## config.mk

```make
export PLATFORM = sky130hd
export DESIGN_NAME = bitmap_page_allocator
export DESIGN_NICKNAME = d
export VERILOG_FILES = /design/src/rtl/bpa_pkg.sv /design/src/rtl/bpa_ctrl.sv /design/src/rtl/bpa_datapath.sv /design/src/rtl/bitmap_page_allocator.sv
export SDC_FILE = /design/constraint.sdc
export NUM_CORES = 2
export LEC_CHECK = 0
export BUFFER_PORTS_ARGS = -buffer_cell sky130_fd_sc_hd__buf_4
export CORE_UTILIZATION = 50
export CTS_BUF_LIST = sky130_fd_sc_hd__clkbuf_4
export DETAILED_ROUTE_END_ITERATION = 6
export HOLD_SLACK_MARGIN = 0.08
export PLACE_DENSITY_LB_ADDON = 0.3
export RECOVER_POWER = 25
export SKIP_LAST_GASP = 1
export SYNTH_ARGS = -nofsm -noshare
export SYNTH_HDL_FRONTEND = slang
export SYNTH_SLANG_ARGS = --single-unit
```

## constraint.sdc

```tcl
create_clock -name clk_i -period 11.9 [get_ports clk_i]
set_clock_uncertainty 0.15 [all_clocks]
set_input_delay 2.38 -clock clk_i [delete_from_list [all_inputs] [get_ports clk_i]]
set_output_delay 2.38 -clock clk_i [all_outputs]
set_load 0.05 [all_outputs]
```

## src/rtl/bpa_pkg.sv

```systemverilog
// Shared types and constants for the bitmap page allocator.
// Used by bpa_ctrl, bpa_datapath and bitmap_page_allocator; depends on nothing.
package bpa_pkg;

  // Width of the page count register and of the page index fields.
  localparam int unsigned CountW = 13;
  localparam int unsigned PageW  = 12;

  typedef enum logic [1:0] {
    OP_ALLOC  = 2'd0,
    OP_FREE   = 2'd1,
    OP_REINIT = 2'd2,
    OP_NONE   = 2'd3
  } op_e;

  typedef enum logic [1:0] {
    ST_DONE  = 2'd0,
    ST_FULL  = 2'd1,
    ST_RANGE = 2'd2
  } status_e;

  // Commands from the controller to the datapath and the output stage.
  typedef struct packed {
    logic load;    // latch the item, rewind the word walk
    logic sweep;   // write an all-used word and advance
    logic rd;      // read the current bitmap word
    logic adv;     // step to the next word
    logic set_wr;  // write back the word with the granted page marked used
    logic clr_wr;  // write back the word with the freed page cleared
    logic push;    // load the result into the output register
  } cmd_t;

  // Status from the datapath to the controller.
  typedef struct packed {
    logic sweep_last;  // the sweep is at the last word
    logic past_limit;  // the current word starts at or beyond the page count
    logic hit;         // the word read holds a free page below the count
    logic page_oor;    // the page to free is at or beyond the page count
    logic in_word;     // the page to free lies in the current word
  } sts_t;

endpackage

```

## src/rtl/bpa_ctrl.sv

```systemverilog
// Controller state machine of the bitmap page allocator.
// Depends on bpa_pkg; drives the command struct of bpa_datapath.
module bpa_ctrl (
  input  logic              clk_i,
  input  logic              rst_ni,
  input  logic              in_valid_i,
  input  logic [1:0]        op_i,
  input  logic              out_free_i,
  input  bpa_pkg::sts_t     sts_i,
  output bpa_pkg::cmd_t     cmd_o,
  output bpa_pkg::status_e  res_status_o,
  output logic              in_stall_o
);

  typedef enum logic [2:0] {
    S_SWEEP_RST,
    S_IDLE,
    S_A_CHECK,
    S_A_EVAL,
    S_F_CHECK,
    S_F_CLR,
    S_REINIT,
    S_DONE
  } state_e;

  state_e           state_q, state_d;
  bpa_pkg::status_e st_q, st_d;

  always_comb begin
    state_d = state_q;
    st_d    = st_q;
    cmd_o   = '0;
    unique case (state_q)
      S_SWEEP_RST: begin
        cmd_o.sweep = 1'b1;
        if (sts_i.sweep_last) begin
          state_d = S_IDLE;
        end
      end
      S_IDLE: begin
        if (in_valid_i) begin
          cmd_o.load = 1'b1;
          st_d       = bpa_pkg::ST_DONE;
          unique case (bpa_pkg::op_e'(op_i))
            bpa_pkg::OP_ALLOC:  state_d = S_A_CHECK;
            bpa_pkg::OP_FREE:   state_d = S_F_CHECK;
            bpa_pkg::OP_REINIT: state_d = S_REINIT;
            bpa_pkg::OP_NONE:   state_d = S_DONE;
          endcase
        end
      end
      S_A_CHECK: begin
        if (sts_i.past_limit) begin
          st_d    = bpa_pkg::ST_FULL;
          state_d = S_DONE;
        end else begin
          cmd_o.rd = 1'b1;
          state_d  = S_A_EVAL;
        end
      end
      S_A_EVAL: begin
        if (sts_i.hit) begin
          cmd_o.set_wr = 1'b1;
          state_d      = S_DONE;
        end else begin
          cmd_o.adv = 1'b1;
          state_d   = S_A_CHECK;
        end
      end
      S_F_CHECK: begin
        priority if (sts_i.page_oor) begin
          st_d    = bpa_pkg::ST_RANGE;
          state_d = S_DONE;
        end else if (sts_i.in_word) begin
          cmd_o.rd = 1'b1;
          state_d  = S_F_CLR;
        end else begin
          cmd_o.adv = 1'b1;
        end
      end
      S_F_CLR: begin
        cmd_o.clr_wr = 1'b1;
        state_d      = S_DONE;
      end
      S_REINIT: begin
        cmd_o.sweep = 1'b1;
        if (sts_i.sweep_last) begin
          state_d = S_DONE;
        end
      end
      S_DONE: begin
        // Hold the result until the output register can take it.
        if (out_free_i) begin
          cmd_o.push = 1'b1;
          state_d    = S_IDLE;
        end
      end
      default: begin
        state_d = S_IDLE;
      end
    endcase
  end

  always_ff @(posedge clk_i or negedge rst_ni) begin
    if (!rst_ni) begin
      state_q <= S_SWEEP_RST;
      st_q    <= bpa_pkg::ST_DONE;
    end else begin
      state_q <= state_d;
      st_q    <= st_d;
    end
  end

  assign res_status_o = st_q;
  assign in_stall_o   = (state_q != S_IDLE);

endmodule

```

## src/rtl/bpa_datapath.sv

```systemverilog
// Datapath of the bitmap page allocator: bitmap memory, word walk counters,
// limit masking, free-bit priority encoder and the grant register. Uses bpa_pkg.
module bpa_datapath #(
  parameter int unsigned MAX_PAGES = 4096,
  parameter int unsigned WORD_BITS = 64
) (
  input  logic                          clk_i,
  input  logic                          rst_ni,
  input  bpa_pkg::cmd_t                 cmd_i,
  input  logic [bpa_pkg::PageW-1:0]     page_i,
  input  logic [bpa_pkg::CountW-1:0]    page_count_i,
  output bpa_pkg::sts_t                 sts_o,
  output logic [bpa_pkg::PageW-1:0]     grant_o
);

  localparam int unsigned NumWords = (MAX_PAGES + WORD_BITS - 1) / WORD_BITS;
  localparam int unsigned AW       = (NumWords > 1) ? $clog2(NumWords) : 1;
  localparam int unsigned BW       = $clog2(WORD_BITS);
  localparam int unsigned CW       = bpa_pkg::CountW;
  localparam int unsigned BaseW    = bpa_pkg::CountW + 1;
  localparam int unsigned PW       = bpa_pkg::PageW;

  logic [WORD_BITS-1:0] mem [NumWords];
  logic [WORD_BITS-1:0] rdata_q;
  logic [WORD_BITS-1:0] wr_data;
  logic                 wr_en;

  logic [AW-1:0]        w_q;
  logic [BaseW-1:0]     base_q;
  logic [PW-1:0]        page_q;
  logic [PW-1:0]        grant_q;

  logic [CW-1:0]        limit;
  logic [BaseW-1:0]     rem;
  logic [BaseW-1:0]     diff;
  logic [WORD_BITS-1:0] avail;
  logic [BW-1:0]        hit_bit;
  logic [BW-1:0]        off;

  // Saturate the page count to the size of the bitmap.
  assign limit = (32'(page_count_i) > 32'(MAX_PAGES)) ? CW'(MAX_PAGES) : page_count_i;

  assign rem  = {1'b0, limit} - base_q;
  assign diff = {{(BaseW-PW){1'b0}}, page_q} - base_q;
  assign off  = diff[BW-1:0];

  // Free pages of the word read, with pages at or beyond the count masked off.
  always_comb begin
    for (int i = 0; i < WORD_BITS; i++) begin
      avail[i] = ~rdata_q[i] & (BaseW'(i) < rem);
    end
  end

  // Lowest free page wins.
  always_comb begin
    hit_bit = '0;
    for (int i = WORD_BITS - 1; i >= 0; i--) begin
      if (avail[i]) begin
        hit_bit = BW'(i);
      end
    end
  end

  assign sts_o.sweep_last = (w_q == AW'(NumWords - 1));
  assign sts_o.past_limit = (base_q >= {1'b0, limit});
  assign sts_o.hit        = |avail;
  assign sts_o.page_oor   = ({1'b0, page_q} >= limit);
  assign sts_o.in_word    = (diff < BaseW'(WORD_BITS));

  assign wr_en = cmd_i.sweep | cmd_i.set_wr | cmd_i.clr_wr;

  always_comb begin
    priority if (cmd_i.sweep) begin
      wr_data = '1;
    end else if (cmd_i.set_wr) begin
      wr_data = rdata_q | (WORD_BITS'(1) << hit_bit);
    end else begin
      wr_data = rdata_q & ~(WORD_BITS'(1) << off);
    end
  end

  always_ff @(posedge clk_i) begin
    if (wr_en) begin
      mem[w_q] <= wr_data;
    end
    if (cmd_i.rd) begin
      rdata_q <= mem[w_q];
    end
  end

  always_ff @(posedge clk_i or negedge rst_ni) begin
    if (!rst_ni) begin
      w_q    <= '0;
      base_q <= '0;
    end else begin
      if (cmd_i.load) begin
        w_q    <= '0;
        base_q <= '0;
      end else if (cmd_i.adv || cmd_i.sweep) begin
        w_q    <= w_q + AW'(1);
        base_q <= base_q + BaseW'(WORD_BITS);
      end
    end
  end

  always_ff @(posedge clk_i) begin
    if (cmd_i.load) begin
      page_q  <= page_i;
      grant_q <= '0;
    end else if (cmd_i.set_wr) begin
      grant_q <= PW'(base_q + BaseW'(hit_bit));
    end
  end

  assign grant_o = grant_q;

endmodule

```

## src/rtl/bitmap_page_allocator.sv

```systemverilog
// Bitmap first-fit page allocator. Allocate reads the bitmap word by word and writes back
// the first word with a free page below the count with that page marked used (FULL if none);
// free steps to the page's word, reads it and clears the page (RANGE when out of range);
// reinit sweeps every word; output stalls delay the result. Items are taken one at a time,
// paced by the single-port bitmap and its read-modify-write. After reset a pass over every
// word marks every page used while input items are stalled; page count 4096.
module bitmap_page_allocator #(
  parameter int unsigned MAX_PAGES = 4096,
  parameter int unsigned WORD_BITS = 64
) (
  input  logic                       clk_i,
  input  logic                       rst_ni,
  input  logic                       in_valid_i,
  output logic                       in_stall_o,
  input  logic [1:0]                 op_i,
  input  logic [bpa_pkg::PageW-1:0]  page_i,
  output logic                       out_valid_o,
  input  logic                       out_stall_i,
  output logic [bpa_pkg::PageW-1:0]  granted_page_o,
  output logic [1:0]                 status_o,
  input  logic                       psel,
  input  logic                       penable,
  input  logic                       pwrite,
  input  logic [2:0]                 paddr,
  input  logic [31:0]                pwdata,
  output logic [31:0]                prdata,
  output logic                       pready
);

  localparam int unsigned CW = bpa_pkg::CountW;

  logic [CW-1:0]             page_count_q;
  logic                      out_valid_q;
  logic [bpa_pkg::PageW-1:0] granted_q;
  bpa_pkg::status_e          status_q;
  logic                      out_free;
  logic                      cfg_wr;

  bpa_pkg::cmd_t             cmd;
  bpa_pkg::sts_t             sts;
  bpa_pkg::status_e          res_status;
  logic [bpa_pkg::PageW-1:0] grant;

  // Configuration port: one register, page_count, at byte address 0.
  assign pready = 1'b1;
  assign cfg_wr = psel & penable & pwrite & pready & ~paddr[2];
  assign prdata = paddr[2] ? 32'd0 : {{(32-CW){1'b0}}, page_count_q};

  always_ff @(posedge clk_i or negedge rst_ni) begin
    if (!rst_ni) begin
      page_count_q <= CW'(4096);
    end else if (cfg_wr) begin
      page_count_q <= pwdata[CW-1:0];
    end
  end

  assign out_free = ~out_valid_q | ~out_stall_i;

  bpa_ctrl u_ctrl (
    .clk_i        (clk_i),
    .rst_ni       (rst_ni),
    .in_valid_i   (in_valid_i),
    .op_i         (op_i),
    .out_free_i   (out_free),
    .sts_i        (sts),
    .cmd_o        (cmd),
    .res_status_o (res_status),
    .in_stall_o   (in_stall_o)
  );

  bpa_datapath #(
    .MAX_PAGES (MAX_PAGES),
    .WORD_BITS (WORD_BITS)
  ) u_datapath (
    .clk_i        (clk_i),
    .rst_ni       (rst_ni),
    .cmd_i        (cmd),
    .page_i       (page_i),
    .page_count_i (page_count_q),
    .sts_o        (sts),
    .grant_o      (grant)
  );

  // Output register: holds a finished item while the next one is worked on.
  always_ff @(posedge clk_i or negedge rst_ni) begin
    if (!rst_ni) begin
      out_valid_q <= 1'b0;
    end else if (cmd.push) begin
      out_valid_q <= 1'b1;
    end else if (!out_stall_i) begin
      out_valid_q <= 1'b0;
    end
  end

  always_ff @(posedge clk_i) begin
    if (cmd.push) begin
      granted_q <= grant;
      status_q  <= res_status;
    end
  end

  assign out_valid_o    = out_valid_q;
  assign granted_page_o = granted_q;
  assign status_o       = status_q;

`ifndef SYNTHESIS
  a_no_overwrite: assert property (@(posedge clk_i) disable iff (!rst_ni)
    !(cmd.push && out_valid_q && out_stall_i))
    else $error("result pushed over a waiting item");

  a_busy_after_accept: assert property (@(posedge clk_i) disable iff (!rst_ni)
    (in_valid_i && !in_stall_o) |=> in_stall_o)
    else $error("item accepted while the previous one is still in work");

  a_grant_zero: assert property (@(posedge clk_i) disable iff (!rst_ni)
    (out_valid_o && status_o != bpa_pkg::ST_DONE) |-> (granted_page_o == '0))
    else $error("nonzero grant on a failed item");
`endif

endmodule
```

* Yosys cells after proc, flatten, opt, wreduce, memory -nomap -nowiden
Memory sizes are Yosys's and may differ from the RTL's. A register that Yosys moved wholly into a read port is not among the register bits.
Index checks and enable logic that the tools add are counted.
** Word-level totals
- Bits in registers :: 77
- Memory bits (writable) :: 4096
- Output and inout bits :: 49
- Word-level logic and storage cells :: 360
- Memories :: 1
** Operators by class
- Add/subtract/negate cells :: 5
- $lt $le $gt $ge :: 68
- Equal/unequal tests :: 20
- Shift-type cells :: 2
- Multiplexer cells :: 105
- Bitwise operators :: 140
- Reduce and logical (&&, ||, !) cells :: 9
** Memories
- u_datapath.mem :: depth 64, width 64, read ports 1, clocked after Yosys merged registers in 1, write ports 1, line bpa_datapath.sv:23 : logic [WORD_BITS-1:0] mem [NumWords];
** Operators with widths (count)
- < comparator 6 x 14 -> 1 bit, first input constant :: 32
- two-way mux 6 bit :: 66
- < comparator 5 x 14 -> 1 bit, first input constant :: 16
- two-way mux 64 bit :: 2
- << shifter 1 x 6 -> 64 bit, first input constant :: 2
- < comparator 4 x 14 -> 1 bit, first input constant :: 8
- AND 1 bit :: 67
- inverter 1 bit :: 67
- AND 64 bit :: 1
- inverter 64 bit :: 1
- OR 64 bit :: 1
- OR reduction 64 bit :: 1
- < comparator 3 x 14 -> 1 bit, first input constant :: 4
- < comparator 1 x 14 -> 1 bit, first input constant :: 2
- < comparator 2 x 14 -> 1 bit, first input constant :: 2
- two-way mux 14 bit :: 2
- two-way mux 13 bit :: 2
- two-way mux 3 bit :: 8
- one-hot mux 3 bit (8 select lines) :: 1
- two-way mux 1 bit :: 16
- adder 14 x 7 -> 14 bit, second input constant :: 1
- greater-or-equal comparator 14 x 13 -> 1 bit :: 1
- < comparator 14 x 7 -> 1 bit, second input constant :: 1
- subtractor 12 x 14 -> 14 bit :: 1
- other kinds (28) :: 44

* Longest topological paths before layout
- Word-level depth :: 73
- Gate-level depth with buffers :: 26

* By module
From an unflattened synthesis, not the netlist that was laid out.
** Second synthesis, totals
- Cells, all modules :: 8730
- Area, all modules :: 156906.7 µm²
** By module, submodules not included
- bpa_datapath :: instances 1, cells an instance 8588, area each 155135.0 µm²
- bitmap_page_allocator :: instances 1, cells an instance 81, area each 1247.4 µm²
- bpa_ctrl :: instances 1, cells an instance 61, area each 524.3 µm²

* Least setup slack after synthesis
No wires, ideal clock.
- Path type :: reg2reg
- Start point :: reg page_count_q[12]
- End point :: mem u_datapath.mem[0][23] (data pin)
- Setup time :: 0.721 ns
- Data arrival time :: 7.569 ns
- Data required time :: 11.029 ns
- Path slack :: 3.460 ns
- Stages on the path, launching flop included :: 22
- Period minus slack after synthesis :: 8.440 ns
- Path through :: dfstp_2 > clkbuf_1 > clkbuf_1 > nand2b_1 > inv_1 > ha_1 > nand2_1 > o31a_2 > and3_1 > o211ai_1 > a21oi_4 > buf_4 > buf_4 > a21oi_1 > o31ai_1 > a2111oi_0 > nand4_1 > a31o_2 > a211oi_2 > or3b_1 > buf_2 > o31ai_1
** Between the ends
- Longest elaborated chain between the ends :: 73
- Elaborated cells between the ends (all ways) :: 202
** RTL lines
- from (decl) :: line bitmap_page_allocator.sv:32 : logic [CW-1:0] page_count_q;
- from (signal assigned) :: line bitmap_page_allocator.sv:53 : page_count_q <= pwdata[CW-1:0];
- greater-than comparator 13 bit :: line bpa_datapath.sv:41 : assign limit = (32'(page_count_i) > 32'(MAX_PAGES)) ? CW'(MAX_PAGES) : page_count_i;
- two-way mux 13 bit * :: line bpa_datapath.sv:41
- subtractor 13 x 14 -> 14 bit * :: line bpa_datapath.sv:43 : assign rem = {1'b0, limit} - base_q;
- < comparator 6 x 14 -> 1 bit :: line bpa_datapath.sv:50 : avail[i] = ~rdata_q[i] & (BaseW'(i) < rem);
- AND 1 bit :: line bpa_datapath.sv:50
- two-way mux 6 bit (64 in a row) :: line bpa_datapath.sv:58 : if (avail[i]) begin
- << shifter 1 x 6 -> 64 bit :: line bpa_datapath.sv:76 : wr_data = rdata_q | (WORD_BITS'(1) << hit_bit);
- OR 64 bit :: line bpa_datapath.sv:76
- two-way mux 64 bit * :: line bpa_datapath.sv:75 : end else if (cmd_i.set_wr) begin
- two-way mux 64 bit * :: line bpa_datapath.sv:73 : priority if (cmd_i.sweep) begin
- named net u_datapath.wr_data[23] :: line bpa_datapath.sv:25 : logic [WORD_BITS-1:0] wr_data;
- to (decl) :: line bpa_datapath.sv:23
The timed path passes the listed nets; every way through them passes the cells marked *.

==> results by group <==
Detailed routing
  – Routed vias/inst: 6.812
  – Routed length per instance: between 30 and 40 um
  – DR vias: 96860
  – Detailed Route WL: around 500000 um
  – Final ANT Viol Nets: 0
  – DRT Pass-1 Iters: 6
  – Starting DRT DRC Count: 14640
  – DRC viols: 0

Synthesis
  – Synth top area share: 0.8067
  – Netlist cell types: 92
  – Post-synth top area cell: edfxtp_1
  – Main flop type after synthesis: edfxtp_1
  – Mean Syn Cell Area: 18.17 sq um
  – Synth top cells by count: edfxtp_1, a22oi_1, clkbuf_1
  – Syn Std Cell Area: between 150000 and 200000 sq um
  – Seq/Total Area, Yosys: 0.8135
  – Fraction of registers with async set/reset: 0.007800
  – Most frequent cell after synthesis: edfxtp_1
  – #FFs+latches synth: ~4200
  – Number of synthesized flops with an enable pin: 4186
  – Synth area leaders: edfxtp_1, a22oi_1, a22o_1, a221oi_1, a31oi_1
  – Synth Instances: around 8600
  – YS warnings: 0

Min path
  – Hold path startpoint: u_datapath.grant_o[9]$_SDFFE_PP0P_
  – Hold crit path type: register to register
  – Hold Crit Depth: 0
  – Hold EP: granted_page_o[9]$_DFFE_PP_

Clocking
  – CTS tree: done
  – Cts bufs inserted: approximately 1100
  – CTS Buffer Depth: 5
  – Cts repair resizes: 0
  – Clock root buffer: clkbuf_4
  – Post-CTS Hold Fix Bufs: 0
  – H-tree levels: 7
  – Clock slew at reported path FFs: roughly 70 ps
  – CTS Sinks: 4231
  – Worst-Skew Late Latency: approximately 1700 ps
  – Post-CTS Setup Inserts: 0

Place
  – PortBufs: 63
  – Placement Setup Slack: about 3000 ps
  – Placed cell count: between 10000 and 15000
  – Detailed placement HPWL: around 250000 um
  – Gpl congestion: slightly above 0.9

Pwr
  – Maximum VDD drop: 0.3020 mV
  – PwrDens: roughly 230 nW/um^2
  – Leak: roughly 0.054 uW

Die
  – Initial Util: 0.5037
  – Ports: ~110
  – CORE AREA: between 300000 and 400000 sq um
  – Die area: 313900 sq um
  – Die width: roughly 560 um
  – Row count: 204
  – Die Span Y: 560.3 um

Layout
  – Layout cells sized above 1: 0.2035
  – Non-Filler Instances: approximately 14000
  – Area grow syn2layout: 12.38%
  – Post-layout nets: 9588
  – Area taken by multi-input logic gates: roughly 28000 sq um
  – Fillcell total: 23480
  – Fin util: 0.5661
  – Storage cell area: about 130000 sq um

GRT
  – Vias in the first global route: 94260
  – Global-route wire length before repair: 687200 um
  – Largest net degree at the start of global routing: 120
  – Total GRT Usage: 0.3117
  – Gr ovfl total: 0
  – Initial antenna violation count: 33

Timing
  – Highest clock rate: 0.09541 GHz
  – Endpoints failing hold: 0
  – Tightest Pin Transition: approximately 6000 ps
  – Period utilization: 0.8808
  – Worst slew margin: -2.996
  – RSZ-0062 raised after global routing: false
  – Finish-stage setup viols: 0
  – Min Tclk post-route: ~10000 ps
  – Hold Slack: between 200 and 300 ps
  – PnR worst setup slack: around 1400 ps
  – Final max-slew violation count: 950
  – Setup TNS: 0 ps

Setup path
  – Worst R2R End: u_datapath.rdata_q[15]$_DFFE_PP_
  – Reg2reg path depth: 8
  – Crit path required time: between 10000 and 15000 ps
  – CP endpoint kind: register
  – CP Max Fanout: 94
  – R2R setup slack: between 1000 and 1500 ps
  – Crit path launch type: register
  – Crit path kind: register to register
  – Critical Path AT: between 10000 and 15000 ps
  – Reg2reg start: u_datapath.w_q[0]$_DFFE_PN0P_

Outcome
  – Violated checks: max-capacitance violations, max-slew violations
  – Status: finished, violations left

Flow run
  – Max Cap Violations: 21
## power breakdown
part	switching, uW	internal (uW)
combinational	7080	2340
clock	5500	6020
sequential	269	18500
## through the flow
stage | area (sq um) | total power (uW)
3_5_place_dp | 163300 | 28270
4_1_cts | 175600 | 39670
6_report | 175100 | 39680
3_3_place_gp | 163300 | 28090
2_1_floorplan | 155900 | 24340
5_1_grt | 175100 | 41010
## layout by cell type (no fill, tap or decap), types with 15 or more instances in the layout
cell       count
o31ai_4       40
inv_2         15
o31ai_1       15
clkbuf_4    1515
clkbuf_1      56
o21ai_0       52
buf_12        16
xnor2_1       20
nor2_1        92
clkinv_1     139
a2111oi_0     38
nor2_4        58
edfxtp_1    4186
nor2b_1       24
a21o_1        15
nor3_1        17
dfrtp_1       32
a21oi_1      214
diode_2       25
a22oi_1     1291
nor4_1        32
o22ai_1       66
conb_1        25
nand4_1      144
a31oi_1      359
ha_1          32
inv_1         37
clkinv_2      15
nand2_1       78
nand2b_1      21
a221oi_1     381
buf_4        295
a22o_1       381
nand3_1      127
## worst max path at each step
stage	from	to
after detailed placement	page_count_q[12]$_DFFE_PN1P_	u_datapath.mem[43][5]$_DFFE_PP_
after global placement	page_count_q[12]$_DFFE_PN1P_	u_datapath.mem[42][0]$_DFFE_PP_
final	u_datapath.w_q[0]$_DFFE_PN0P_	u_datapath.rdata_q[15]$_DFFE_PP_
after global routing	page_count_q[12]$_DFFE_PN1P_	u_datapath.mem[57][52]$_DFFE_PP_
after CTS	page_count_q[12]$_DFFE_PN1P_	u_datapath.mem[41][44]$_DFFE_PP_
after floorplan	page_count_q[12]$_DFFE_PN1P_	u_datapath.mem[0][23]$_DFFE_PP_
## flip-flops by register name (all words and copies together) (netlist names)
register / flops
u_datapath.base_q: 8
u_datapath.page_q: 12
page_count_q: 13
status_o: 2
u_ctrl.state_q: 3
u_datapath.rdata_q: 64
u_datapath.grant_o: 12
granted_page_o: 12
u_ctrl.res_status_o: 2
u_datapath.w_q: 6
out_valid_o: 1
u_datapath.mem: 4096
## cells by family (layout without fill, tap and decap cells)
logic type / after synthesis / in the layout / synth area share
other cells: 2 / 50 / 0.00004820
flops: 4231 / 4231 / 0.8135
simple gates: 687 / 687 / 0.02386
mux: 16 / 16 / 0.001132
compound gates: 2944 / 2944 / 0.1412
xor+xnor: 27 / 27 / 0.001518
fa+ha+maj: 32 / 32 / 0.002569
buf+inv: 636 / 2112 / 0.01615
## critical path, stage by stage (launching register included)
cell,delay [ps]
dfrtp_1,790
and3b_1,1920
dlymetal6s4s_1,4190
clkbuf_1,1790
a22o_1,340
a221oi_1,50
a31oi_1,510
nor4_1,130
nand3_1,260
## cell type report
cell class / instances / area share
clock buffers: 1503 / 0.06443
diodes: 25 / 0.0003573
well taps: 4120 / 0.02944
clock inverters: 186 / 0.006023
repair buffers: 386 / 0.01643
flip-flops and latches: 4231 / 0.7239
multi-input cells: 3731 / 0.1586
inverters: 37 / 0.0007931
## metal layers
| metal | global-route usage | up-vias | routed length, um |
|---|---|---|---|
| met1 | 0.4246 | 49130 | 184700 |
| li1 | - | 38970 | - |
| met4 | 0.1436 | 16 | 19750 |
| met3 | 0.08798 | 1108 | 66190 |
| met2 | 0.4676 | 7648 | 224600 |
| met5 | 0.001355 | - | 159 |
No activity file was read; power rests on OpenSTA's default activity.
